--- src/hdl/slc_pkg.sv ---
// shared types, character codes and lookup functions of the literal classifier
// no dependencies; imported by the front end, queue, back end and top level
package slc_pkg;

  localparam int CHAR_W     = 8;
  localparam int COUNT_W    = 3;
  localparam int NUM_SPEC   = 6;
  localparam int SPEC_CHARS = 5;

  localparam logic [COUNT_W-1:0] COUNT_MAX = 3'd5;

  // character codes
  localparam logic [CHAR_W-1:0] CH_QUOTE = 8'h27;
  localparam logic [CHAR_W-1:0] CH_DOT   = 8'h2E;
  localparam logic [CHAR_W-1:0] CH_F     = 8'h66;
  localparam logic [CHAR_W-1:0] CH_MINUS = 8'h2D;
  localparam logic [CHAR_W-1:0] CH_PLUS  = 8'h2B;
  localparam logic [CHAR_W-1:0] CH_ZERO  = 8'h30;
  localparam logic [CHAR_W-1:0] CH_NINE  = 8'h39;

  // result kinds
  typedef enum logic [2:0] {
    KIND_CHAR    = 3'd0,
    KIND_INT     = 3'd1,
    KIND_FLOAT   = 3'd2,
    KIND_DOUBLE  = 3'd3,
    KIND_SPECIAL = 3'd4,
    KIND_BAD     = 3'd5
  } kind_t;

  // position in the float shape
  typedef enum logic [5:0] {
    FP_START = 6'b000001,
    FP_WHOLE = 6'b000010,
    FP_DOT   = 6'b000100,
    FP_FRAC  = 6'b001000,
    FP_F     = 6'b010000,
    FP_DEAD  = 6'b100000
  } fp_phase_t;

  // position in the double shape
  typedef enum logic [3:0] {
    DP_START = 4'b0001,
    DP_WHOLE = 4'b0010,
    DP_FRAC  = 4'b0100,
    DP_DEAD  = 4'b1000
  } dp_phase_t;

  // everything the back end needs to classify a finished token
  typedef struct packed {
    logic [COUNT_W-1:0]  char_count;
    logic [CHAR_W-1:0]   first_char;
    logic                third_is_quote;
    logic                dot_seen;
    logic                f_seen;
    logic                int_ok;
    fp_phase_t           float_phase;
    dp_phase_t           double_phase;
    logic [NUM_SPEC-1:0] special_alive;
  } tok_sum_t;

  // queue status seen by both ends
  typedef struct packed {
    logic full;
    logic empty;
  } q_stat_t;

  function automatic logic is_digit(input logic [CHAR_W-1:0] c);
    return (c >= CH_ZERO) && (c <= CH_NINE);
  endfunction

  function automatic logic is_sign(input logic [CHAR_W-1:0] c);
    return (c == CH_MINUS) || (c == CH_PLUS);
  endfunction

  // special words, left aligned and padded with zero bytes
  function automatic logic [SPEC_CHARS*CHAR_W-1:0] spec_word(input logic [2:0] k);
    logic [SPEC_CHARS*CHAR_W-1:0] w;
    case (k)
      3'd0:    w = "-inff";
      3'd1:    w = "+inff";
      3'd2:    w = {"-inf", 8'h00};
      3'd3:    w = {"+inf", 8'h00};
      3'd4:    w = {"nanf", 8'h00};
      3'd5:    w = {"nan", 16'h0000};
      default: w = '0;
    endcase
    return w;
  endfunction

  function automatic logic [COUNT_W-1:0] spec_len(input logic [2:0] k);
    logic [COUNT_W-1:0] n;
    case (k)
      3'd0:    n = 3'd5;
      3'd1:    n = 3'd5;
      3'd2:    n = 3'd4;
      3'd3:    n = 3'd4;
      3'd4:    n = 3'd4;
      3'd5:    n = 3'd3;
      default: n = 3'd0;
    endcase
    return n;
  endfunction

  // byte at position idx (0 to 4) of special word k
  function automatic logic [CHAR_W-1:0] spec_char(input logic [2:0] k,
                                                  input logic [2:0] idx);
    logic [SPEC_CHARS*CHAR_W-1:0] w;
    w = spec_word(k);
    return w[(SPEC_CHARS*CHAR_W-1) - CHAR_W*idx -: CHAR_W];
  endfunction

endpackage

--- src/hdl/slc_front.sv ---
// front end: takes token characters and tracks the per-token flags and phases
// depends on slc_pkg; pushes one token summary into the queue on the last item
module slc_front
  import slc_pkg::*;
(
  input  logic              clk,
  input  logic              rst_n,
  input  logic              in_valid,
  output logic              in_ready,
  input  logic [CHAR_W-1:0] in_char,
  input  logic              in_last,
  input  q_stat_t           q_stat,
  output logic              push,
  output tok_sum_t          push_data
);

  tok_sum_t st_r;
  tok_sum_t st_nxt;
  tok_sum_t st_rst;
  logic     accept;
  logic [2:0] idx_c;

  assign in_ready = !q_stat.full;
  assign accept   = in_valid && in_ready;
  assign push      = accept && in_last;
  assign push_data = st_nxt;

  // state of a fresh token
  always_comb begin
    st_rst                = '0;
    st_rst.int_ok         = 1'b1;
    st_rst.float_phase    = FP_START;
    st_rst.double_phase   = DP_START;
    st_rst.special_alive  = '1;
  end

  // float shape step
  function automatic fp_phase_t next_float(input fp_phase_t ph,
                                           input logic [CHAR_W-1:0] c);
    fp_phase_t n;
    case (ph)
      FP_START: n = (is_sign(c) || is_digit(c)) ? FP_WHOLE :
                    (c == CH_DOT) ? FP_DOT : FP_DEAD;
      FP_WHOLE: n = is_digit(c) ? FP_WHOLE : (c == CH_DOT) ? FP_DOT : FP_DEAD;
      FP_DOT:   n = is_digit(c) ? FP_FRAC : FP_DEAD;
      FP_FRAC:  n = is_digit(c) ? FP_FRAC : (c == CH_F) ? FP_F : FP_DEAD;
      default:  n = FP_DEAD;
    endcase
    return n;
  endfunction

  // double shape step
  function automatic dp_phase_t next_double(input dp_phase_t ph,
                                            input logic [CHAR_W-1:0] c);
    dp_phase_t n;
    case (ph)
      DP_START: n = (is_sign(c) || is_digit(c)) ? DP_WHOLE :
                    (c == CH_DOT) ? DP_FRAC : DP_DEAD;
      DP_WHOLE: n = is_digit(c) ? DP_WHOLE : (c == CH_DOT) ? DP_FRAC : DP_DEAD;
      DP_FRAC:  n = is_digit(c) ? DP_FRAC : DP_DEAD;
      default:  n = DP_DEAD;
    endcase
    return n;
  endfunction

  // token state after the current character
  always_comb begin
    st_nxt = st_r;
    // position past the end of every word is ruled out by the length check
    idx_c  = (st_r.char_count > 3'd4) ? 3'd4 : st_r.char_count;
    for (int k = 0; k < NUM_SPEC; k++) begin
      st_nxt.special_alive[k] = st_r.special_alive[k] &&
                                (st_r.char_count < spec_len(3'(k))) &&
                                (spec_char(3'(k), idx_c) == in_char);
    end
    if (st_r.char_count == 3'd0) begin
      st_nxt.first_char = in_char;
      st_nxt.int_ok     = st_r.int_ok && (is_digit(in_char) || is_sign(in_char));
    end else begin
      st_nxt.int_ok     = st_r.int_ok && is_digit(in_char);
    end
    if ((st_r.char_count == 3'd2) && (in_char == CH_QUOTE)) begin
      st_nxt.third_is_quote = 1'b1;
    end
    if (in_char == CH_DOT) begin
      st_nxt.dot_seen = 1'b1;
    end
    if (in_char == CH_F) begin
      st_nxt.f_seen = 1'b1;
    end
    st_nxt.float_phase  = next_float(st_r.float_phase, in_char);
    st_nxt.double_phase = next_double(st_r.double_phase, in_char);
    if (st_r.char_count < COUNT_MAX) begin
      st_nxt.char_count = st_r.char_count + 3'd1;
    end
  end

  // token registers, cleared after the last item of a token
  always_ff @(posedge clk) begin
    if (!rst_n) begin
      st_r <= st_rst;
    end else if (accept) begin
      st_r <= in_last ? st_rst : st_nxt;
    end
  end

endmodule

--- src/hdl/slc_queue.sv ---
// short queue of finished token summaries between front and back end
// depends on slc_pkg; DEPTH of two or more
module slc_queue
  import slc_pkg::*;
#(
  parameter int DEPTH = 2
)
(
  input  logic     clk,
  input  logic     rst_n,
  input  logic     push,
  input  tok_sum_t push_data,
  input  logic     pop,
  output tok_sum_t pop_data,
  output q_stat_t  q_stat
);

  localparam int PTR_W = $clog2(DEPTH);
  localparam int CNT_W = $clog2(DEPTH + 1);

  tok_sum_t           mem_r [DEPTH];
  logic [PTR_W-1:0]   wr_ptr_r, wr_ptr_nxt;
  logic [PTR_W-1:0]   rd_ptr_r, rd_ptr_nxt;
  logic [CNT_W-1:0]   cnt_r, cnt_nxt;
  logic               do_push, do_pop;

  assign q_stat.full  = (cnt_r == CNT_W'(DEPTH));
  assign q_stat.empty = (cnt_r == '0);
  assign do_push      = push && !q_stat.full;
  assign do_pop       = pop && !q_stat.empty;
  assign pop_data     = mem_r[rd_ptr_r];

  // pointer and fill count updates
  always_comb begin
    wr_ptr_nxt = wr_ptr_r;
    rd_ptr_nxt = rd_ptr_r;
    cnt_nxt    = cnt_r;
    if (do_push) begin
      wr_ptr_nxt = (wr_ptr_r == PTR_W'(DEPTH - 1)) ? '0 : wr_ptr_r + 1'b1;
    end
    if (do_pop) begin
      rd_ptr_nxt = (rd_ptr_r == PTR_W'(DEPTH - 1)) ? '0 : rd_ptr_r + 1'b1;
    end
    case ({do_push, do_pop})
      2'b10:   cnt_nxt = cnt_r + 1'b1;
      2'b01:   cnt_nxt = cnt_r - 1'b1;
      default: cnt_nxt = cnt_r;
    endcase
  end

  always_ff @(posedge clk) begin
    if (!rst_n) begin
      wr_ptr_r <= '0;
      rd_ptr_r <= '0;
      cnt_r    <= '0;
    end else begin
      wr_ptr_r <= wr_ptr_nxt;
      rd_ptr_r <= rd_ptr_nxt;
      cnt_r    <= cnt_nxt;
    end
  end

  // entry storage, no reset needed
  always_ff @(posedge clk) begin
    if (do_push) begin
      mem_r[wr_ptr_r] <= push_data;
    end
  end

endmodule

--- src/hdl/slc_back.sv ---
// back end: turns a token summary into its kind and holds it in the output register
// depends on slc_pkg; pops the queue whenever it holds a summary and the output register is free or being taken
module slc_back
  import slc_pkg::*;
(
  input  logic     clk,
  input  logic     rst_n,
  input  tok_sum_t q_data,
  input  q_stat_t  q_stat,
  output logic     pop,
  output logic     out_valid,
  input  logic     out_ready,
  output kind_t    out_kind
);

  logic  out_valid_r;
  kind_t out_kind_r;
  kind_t kind_nxt;
  logic  special_hit;

  assign pop       = !q_stat.empty && (!out_valid_r || out_ready);
  assign out_valid = out_valid_r;
  assign out_kind  = out_kind_r;

  // classification in priority order: special, then no-dot kinds, then dotted
  always_comb begin
    special_hit = 1'b0;
    for (int k = 0; k < NUM_SPEC; k++) begin
      if (q_data.special_alive[k] && (q_data.char_count == spec_len(3'(k)))) begin
        special_hit = 1'b1;
      end
    end
    if (special_hit) begin
      kind_nxt = KIND_SPECIAL;
    end else if (!q_data.dot_seen) begin
      if ((q_data.char_count == 3'd1) && !is_digit(q_data.first_char)) begin
        kind_nxt = KIND_CHAR;
      end else if ((q_data.char_count == 3'd3) && (q_data.first_char == CH_QUOTE) &&
                   q_data.third_is_quote) begin
        kind_nxt = KIND_CHAR;
      end else if (q_data.int_ok &&
                   !((q_data.char_count == 3'd1) && is_sign(q_data.first_char))) begin
        kind_nxt = KIND_INT;
      end else begin
        kind_nxt = KIND_BAD;
      end
    end else if (q_data.f_seen) begin
      kind_nxt = (q_data.float_phase == FP_F) ? KIND_FLOAT : KIND_BAD;
    end else begin
      kind_nxt = (q_data.double_phase == DP_FRAC) ? KIND_DOUBLE : KIND_BAD;
    end
  end

  // output valid flag
  always_ff @(posedge clk) begin
    if (!rst_n) begin
      out_valid_r <= 1'b0;
    end else if (pop) begin
      out_valid_r <= 1'b1;
    end else if (out_ready) begin
      out_valid_r <= 1'b0;
    end
  end

  // output payload
  always_ff @(posedge clk) begin
    if (pop) begin
      out_kind_r <= kind_nxt;
    end
  end

endmodule

--- src/hdl/scalar_literal_classifier_core.sv ---
// top level of the literal classifier: front end, summary queue and back end
// depends on slc_pkg, slc_front, slc_queue and slc_back
//
//  channel | direction | payload
//  in_     | slave     | tdata[7:0] character, tlast marks the token's last item
//  out_    | master    | tdata[2:0] kind, tdata[7:3] zero, one item per token
//
// one character item is taken every cycle while in_tready is high; per-character
// work is a single update of the front end's flag and phase registers
// a token's summary is queued on its last item; its kind is registered when popped
// reset is synchronous and active low and clears all token state at once
// the queue holds QUEUE_DEPTH finished tokens, so in_tready falls only when
// that many results wait behind a stalled out_ side
module scalar_literal_classifier_core
  import slc_pkg::*;
#(
  parameter int QUEUE_DEPTH = 2
)
(
  input  logic       clk,
  input  logic       rst_n,
  input  logic       in_tvalid,
  output logic       in_tready,
  input  logic [7:0] in_tdata,   // [7:0] character
  input  logic       in_tlast,
  output logic       out_tvalid,
  input  logic       out_tready,
  output logic [7:0] out_tdata   // [2:0] kind, [7:3] zero
);

  logic     push, pop;
  tok_sum_t push_data, pop_data;
  q_stat_t  q_stat;
  kind_t    kind;

  // front end
  slc_front u_front (
    .clk       (clk),
    .rst_n     (rst_n),
    .in_valid  (in_tvalid),
    .in_ready  (in_tready),
    .in_char   (in_tdata),
    .in_last   (in_tlast),
    .q_stat    (q_stat),
    .push      (push),
    .push_data (push_data)
  );

  // summary queue
  slc_queue #(
    .DEPTH (QUEUE_DEPTH)
  ) u_queue (
    .clk       (clk),
    .rst_n     (rst_n),
    .push      (push),
    .push_data (push_data),
    .pop       (pop),
    .pop_data  (pop_data),
    .q_stat    (q_stat)
  );

  // back end
  slc_back u_back (
    .clk       (clk),
    .rst_n     (rst_n),
    .q_data    (pop_data),
    .q_stat    (q_stat),
    .pop       (pop),
    .out_valid (out_tvalid),
    .out_ready (out_tready),
    .out_kind  (kind)
  );

  assign out_tdata = {5'b0, kind};

endmodule

--- config.mk ---
export PLATFORM = sky130hd
export DESIGN_NAME = scalar_literal_classifier_core
export DESIGN_NICKNAME = d
export VERILOG_FILES = /design/src/hdl/slc_pkg.sv /design/src/hdl/slc_front.sv /design/src/hdl/slc_queue.sv /design/src/hdl/slc_back.sv /design/src/hdl/scalar_literal_classifier_core.sv
export SDC_FILE = /design/constraint.sdc
export NUM_CORES = 1
export LEC_CHECK = 0
export BUFFER_PORTS_ARGS = -buffer_cell sky130_fd_sc_hd__clkbuf_2
export CAP_MARGIN = 10
export CORE_MARGIN = 10
export CORE_UTILIZATION = 45
export CTS_CLUSTER_DIAMETER = 50
export DETAILED_ROUTE_END_ITERATION = 6
export GPL_TIMING_DRIVEN = 0
export PLACE_DENSITY = 0.62
export SYNTH_ARGS = -nofsm -noshare
export SYNTH_HDL_FRONTEND = slang
export SYNTH_SLANG_ARGS = --single-unit
--- constraint.sdc ---
create_clock -name clk -period 7.6 [get_ports clk]
set_input_delay 1.14 -clock clk [delete_from_list [all_inputs] [get_ports clk]]
set_output_delay 1.14 -clock clk [all_outputs]
set_load 0.01 [all_outputs]
Yosys cells after proc, flatten, opt, wreduce, memory -nomap -nowiden:

Memory sizes are Yosys's and may differ from the RTL's. A register that Yosys moved wholly into a read port is not among the register bits.
Cells that the tools add are included.

* memories: 1
* bits of input ports: 13
* latch bits: 0
* output and inout bits: 10
* memory bits (writable): 62
* ROM bits: 0
* register bits: 39
* logic and storage cells: 154

* muxes and demuxes: 42
* add/subtract/negate cells: 6
* reductions and logical operators: 46
* bitwise logic cells: 0
* multiply operators: 0
* order comparisons: 8
* shift operators: 6
* eq/ne operators: 31
* div/mod/pow operators: 0

Memories
* u_queue.mem_r: words 2, width 31, read ports 1, clocked after memory_dff 1, wr ports 1, RTL line slc_queue.sv:21 `tok_sum_t mem_r [DEPTH];`

Operators by type and width (count)
* $shiftx A47 B33 Y8 const A: 6
* $eq A8 B6 Y1 const B: 7
* $eq A8 B8 Y1: 6
* $mux W6: 6
* $logic_and A1 B1 Y1: 33
* $mux W31: 1
* $mux W3: 9
* $pmux W6 S4: 1
* $mux W1: 18
* $ge A8 B6 Y1 const B: 2
* $le A8 B6 Y1 const B: 2
* $mux W4: 4
* $pmux W4 S3: 1
* $eq A4 B3 Y1 const B: 2
* $eq A8 B7 Y1 const B: 1
* $mux W8: 1
* $sub A6 B6 Y7 const A: 1
* $eq A3 B2 Y1 const B: 2
* $eq A3 B3 Y1 const B: 2
* $eq A6 B1 Y1 const B: 1
* $eq A6 B2 Y1 const B: 1
* $eq A6 B3 Y1 const B: 1
* $eq A6 B4 Y1 const B: 1
* $eq A6 B5 Y1 const B: 1
* other kinds (18): 29

Longest topological paths before layout:

* depth after elaboration: 9
* depth in mapped cells: 13
* mapped depth without buffers: 11

Modules after synthesis:

Synthesis repeated with hierarchy kept, for this count alone.

* cells, all modules: 439
* area, all modules: 5036.1 sq um

By module, submodules not included
* slc_queue: instances 1, area an instance 2462.4 sq um, cells each 122, seq. area each 1961.9 sq um
* slc_front: instances 1, area an instance 2195.9 sq um, cells each 276, seq. area each 600.6 sq um
* slc_back: instances 1, area an instance 336.6 sq um, cells each 35, seq. area each 110.1 sq um
* scalar_literal_classifier_core: instances 1, area an instance 41.3 sq um, cells each 6, seq. area each 0.0 sq um

Least setup slack after synthesis:

Ideal clock, no wire load.

* kind: input to register
* start point: in in_tvalid
* end point: mem u_queue.mem_r[0][0] (netlist bit), enable pin
* slack: 4.246 ns
* library setup time: 0.416 ns
* cell stages on the path: 4
* arrival: 2.938 ns
* path buffers: 1
* required time: 7.184 ns
* path through: and2_1 -> clkbuf_1 -> nand2_1 -> nor2_1

* longest elaborated chain between the ends: 5

Ends and longest elaborated chain
* from (decl): RTL line scalar_literal_classifier_core.sv:22 `input logic in_tvalid,`
* $logic_and A1 B1 Y1: RTL line slc_front.sv:24 `assign accept = in_valid && in_ready;`
* $logic_and A1 B1 Y1: RTL line slc_front.sv:25 `assign push = accept && in_last;`
* $logic_and A1 B1 Y1: RTL line slc_queue.sv:29 `assign do_push = push && !q_stat.full;`
* $mux W1: RTL line slc_queue.sv:65 `if (do_push) begin`
* $mux W1 (implied by the code): RTL line slc_queue.sv:66 `mem_r[wr_ptr_r] <= push_data;`
* to (decl): RTL line slc_queue.sv:21

Every way passes these cells.

==> metrics <==
status=complete, no violations; Worst Max-Slew Pin Slew=0.841 ns; RePlAce Congestion=0.834; Post CTS Setup Buffer Count=0; Yosys top cell area share=0.387; vias in the first global route=3270; ANT nets after route=0; Simple-Gate Fraction of Synth Area=0.201; RSZ-0062 raised after global routing=no; complex-gate fraction of the synthesized area=0.150; fmax=275 MHz; CTS max path bufs=2; CP max stage delay=0.48 ns; Port Buffers=15; final worst slack=3.96 ns; total global routing track utilization=0.144; row cnt=37; Tcrit/Tclk final=0.479; number of flops mapped to enable cells by yosys=61; post-synth cell types=70; Layout area overhead=9.93%; Worst-path clk slew=0.10 ns; CTS tree=yes; H-tree levels=3; Hold Path Origin=u_front.st_r[16]; worst r2r src=u_front.st_r[28]; gr ovfl total=0; worst vdd ir=0.129 mV; Multi-input gate area=0.00204 mm²; n_diodes=0; Hold Crit Class=register to register; Post-DP HPWL=7600 µm; Crit path top cell by count=ha_1; Clock Sinks=97; hold-critical path depth=1; Layout Nets=465; layout cells sized above 1=0.150; core region area=0.0103 mm²; Setup crit end kind=register; hold endpoint=u_front.st_r[16]; via count=3290; max cap viols=0; worst skew pair latency=0.35 ns; die span in y=123 µm; drt first pass iters=4; setup slack at placement=3.96 ns; main combinational cell family by area after synthesis=simple AND/OR/NAND/NOR gates; Critical Path RT=7.89 ns; clock root buffer master=clkbuf_8; WS Path Type=register to register; min cycle time layout=3.64 ns; filler instances=952; Setup TNS=0 ns; CP Data Arrival Time=3.93 ns; setup violators final=0; Iter 0 DRT Violations=223; crit-path max FO=10; Yosys top cell by area=edfxtp_1; Synth Area in Adders=0.0132; initial antenna violation count=0; Post-Synth XOR/XNOR Area=0.0314; die area=0.0150 mm²; static leakage=1.82 nW; synth top area cells=edfxtp_1, dfxtp_1, nor2b_1; Slowest cell on crit path=dfxtp_1; CTS Buf Count=9; Initial Util=0.461; max_slew headroom=0.438; drt total wl=10300 µm; first-pass GRT wire length=17200 µm; Final Skew=0.0106 ns; synthesized area=0.00474 mm²; R2R setup slack=3.96 ns; Main synth FF type=edfxtp_1; pin count of the biggest net entering global routing=31; CTS resizes=0; pwr dens=234 mW/mm²; via/cell ratio=5.60; multiplexer area fraction after synthesis=0.0298; FF+latch area=0.00255 mm²; Max Slew Vio Count=0; #FFs+latches synth=97; type of origin of the critical path=register; synth warn=0; Routed wire per std cell=17.5 µm; final number of hold-violating endpoints=0; io pins=23; post-synthesis sequential area ratio=0.539; FFs w/ async S/R, synth=0; CTS Hold Buffers Added=0; Syn Area/Cell=11.4 µm²; CP cell instances=clkbuf_1 -> inv_1 -> ha_1 -> nand2b_1 -> nand2_1 -> ha_1 -> buf_4 -> or3b_1 -> and3_1 -> nor4_2 -> o221ai_2 -> nor3b_2 -> a211o_1; Die X=123 µm; FF-to-FF End=u_front.st_r[1]; worst reg2reg path depth=13; cells after synthesis=416; DRC Markers=0
-- layout make-up --
type                       instances  share of cell area
sequential                        97               0.490
multi-input combinational        287               0.392
tap                              136              0.0327
buffer                            28              0.0257
clock buffer                      10              0.0245
timing repair buffer              16              0.0197
clock inverter                     6             0.00913
inverter                           8             0.00577
-- power breakdown --
group	switching, mW	leakage [nW]	internal [mW]
registers	0.0259	0.861	0.619
logic	0.158	0.865	0.113
clock network	0.181	0.0929	0.123
-- state kept, by name (all words and copies together) (netlist names), named ones only --
name              count
u_back.out_kind       3
u_back.out_valid      1
u_queue.wr_ptr_r      1
u_queue.cnt_r         2
u_front.st_r         30
u_queue.rd_ptr_r      1
u_queue.mem_r        58
-- critical path, delay by kind of cell, from the launching register on --
| family | cells | cell delay, ns |
|---|---|---|
| AOI/OAI and AO/OA | 2 | 0.37 |
| adders and majority gates | 2 | 0.53 |
| buffers and inverters | 3 | 0.79 |
| DFF | 1 | 0.48 |
| and+or+nand+nor | 6 | 1.42 |
-- how the worst max path moves through the flow --
stage	startpoint	end	slack, ns	cells past startpoint
3_3_place_gp	in_tvalid	u_queue.mem_r[0][2]	3.21	5
3_5_place_dp	u_front.st_r[28]	u_queue.mem_r[1][5]	3.96	11
4_1_cts	u_front.st_r[28]	u_queue.mem_r[0][5]	3.93	11
2_1_floorplan	in_tvalid	u_queue.mem_r[0][0]	4.25	4
5_1_grt	u_front.st_r[28]	u_queue.mem_r[0][5]	3.65	11
6_report	u_front.st_r[28]	u_front.st_r[1]	3.96	13
-- per-layer routing --
metal	routed length, µm	GRT usage	up-vias
met5	0	0	-
met4	71	0.0390	0
met3	480	0.0298	7
met2	4610	0.222	53
met1	5150	0.201	1602
li1	-	-	1628
-- per-stage QoR --
step                power, mW  cells  instance area [µm²]  hold slack, ns  utilization
floorplan               0.853    420                 4750           0.427            -
CTS                      1.23    588                 5210           0.490        0.507
detailed placement      0.928    572                 5030           0.462        0.490
global route             1.29    588                 5210           0.512        0.507
finish                   1.22    588                 5210           0.484        0.507
global placement        0.919    571                 5000           0.435        0.486
-- cell usage in the layout, fill, tap and decap left out, types with 4 or more instances in the layout --
cell type  instances
buf_4              6
buf_2              5
mux2_2             9
nand3_1            6
a31oi_1            9
xnor2_1           12
nor4_1             4
clkbuf_8           9
a22oi_1           17
mux2i_1            4
and2_1             8
and3b_1            4
ha_1               5
clkbuf_1          15
and3_1             7
a211o_1            4
nor4b_1            7
dfxtp_1           36
edfxtp_1          61
nor2_1            21
conb_1             5
nand2_1           21
nor3b_1            4
a21oi_1           16
clkbuf_2          15
inv_1              8
nand2b_1           9
o211ai_1           4
nor3_1             9
xor2_1             5
nor2b_1           24
o21ai_0            9
-- Yosys cell counts, types with 5 or more instances --
master and number:
o21ai_0 9, dfxtp_1 36, clkbuf_1 14, nor2_1 22, edfxtp_1 61, mux2_2 9, a21oi_1 16, nor4b_1 7
nand2_1 21, buf_2 5, and3_1 7, and2_1 8, xnor2_1 12, a31oi_1 9, a22oi_1 17, xor2_1 5
ha_1 5, buf_4 6, nand2b_1 9, nor2b_1 24, nand3_1 6, nor3_1 9, inv_1 8
-- cell families (layout without fill, tap and decap cells) --
| family | Yosys count | after routing |
|---|---|---|
| adder cells (fa/ha/maj) | 5 | 5 |
| other | 1 | 5 |
| AO/OA/AOI/OAI | 93 | 93 |
| multiplexers | 13 | 13 |
| XOR/XNOR | 17 | 17 |
| buffers and inverters | 36 | 68 |
| AND/OR/NAND/NOR | 154 | 154 |
| flip-flops | 97 | 97 |
No activity file was read; power rests on OpenSTA's default activity.
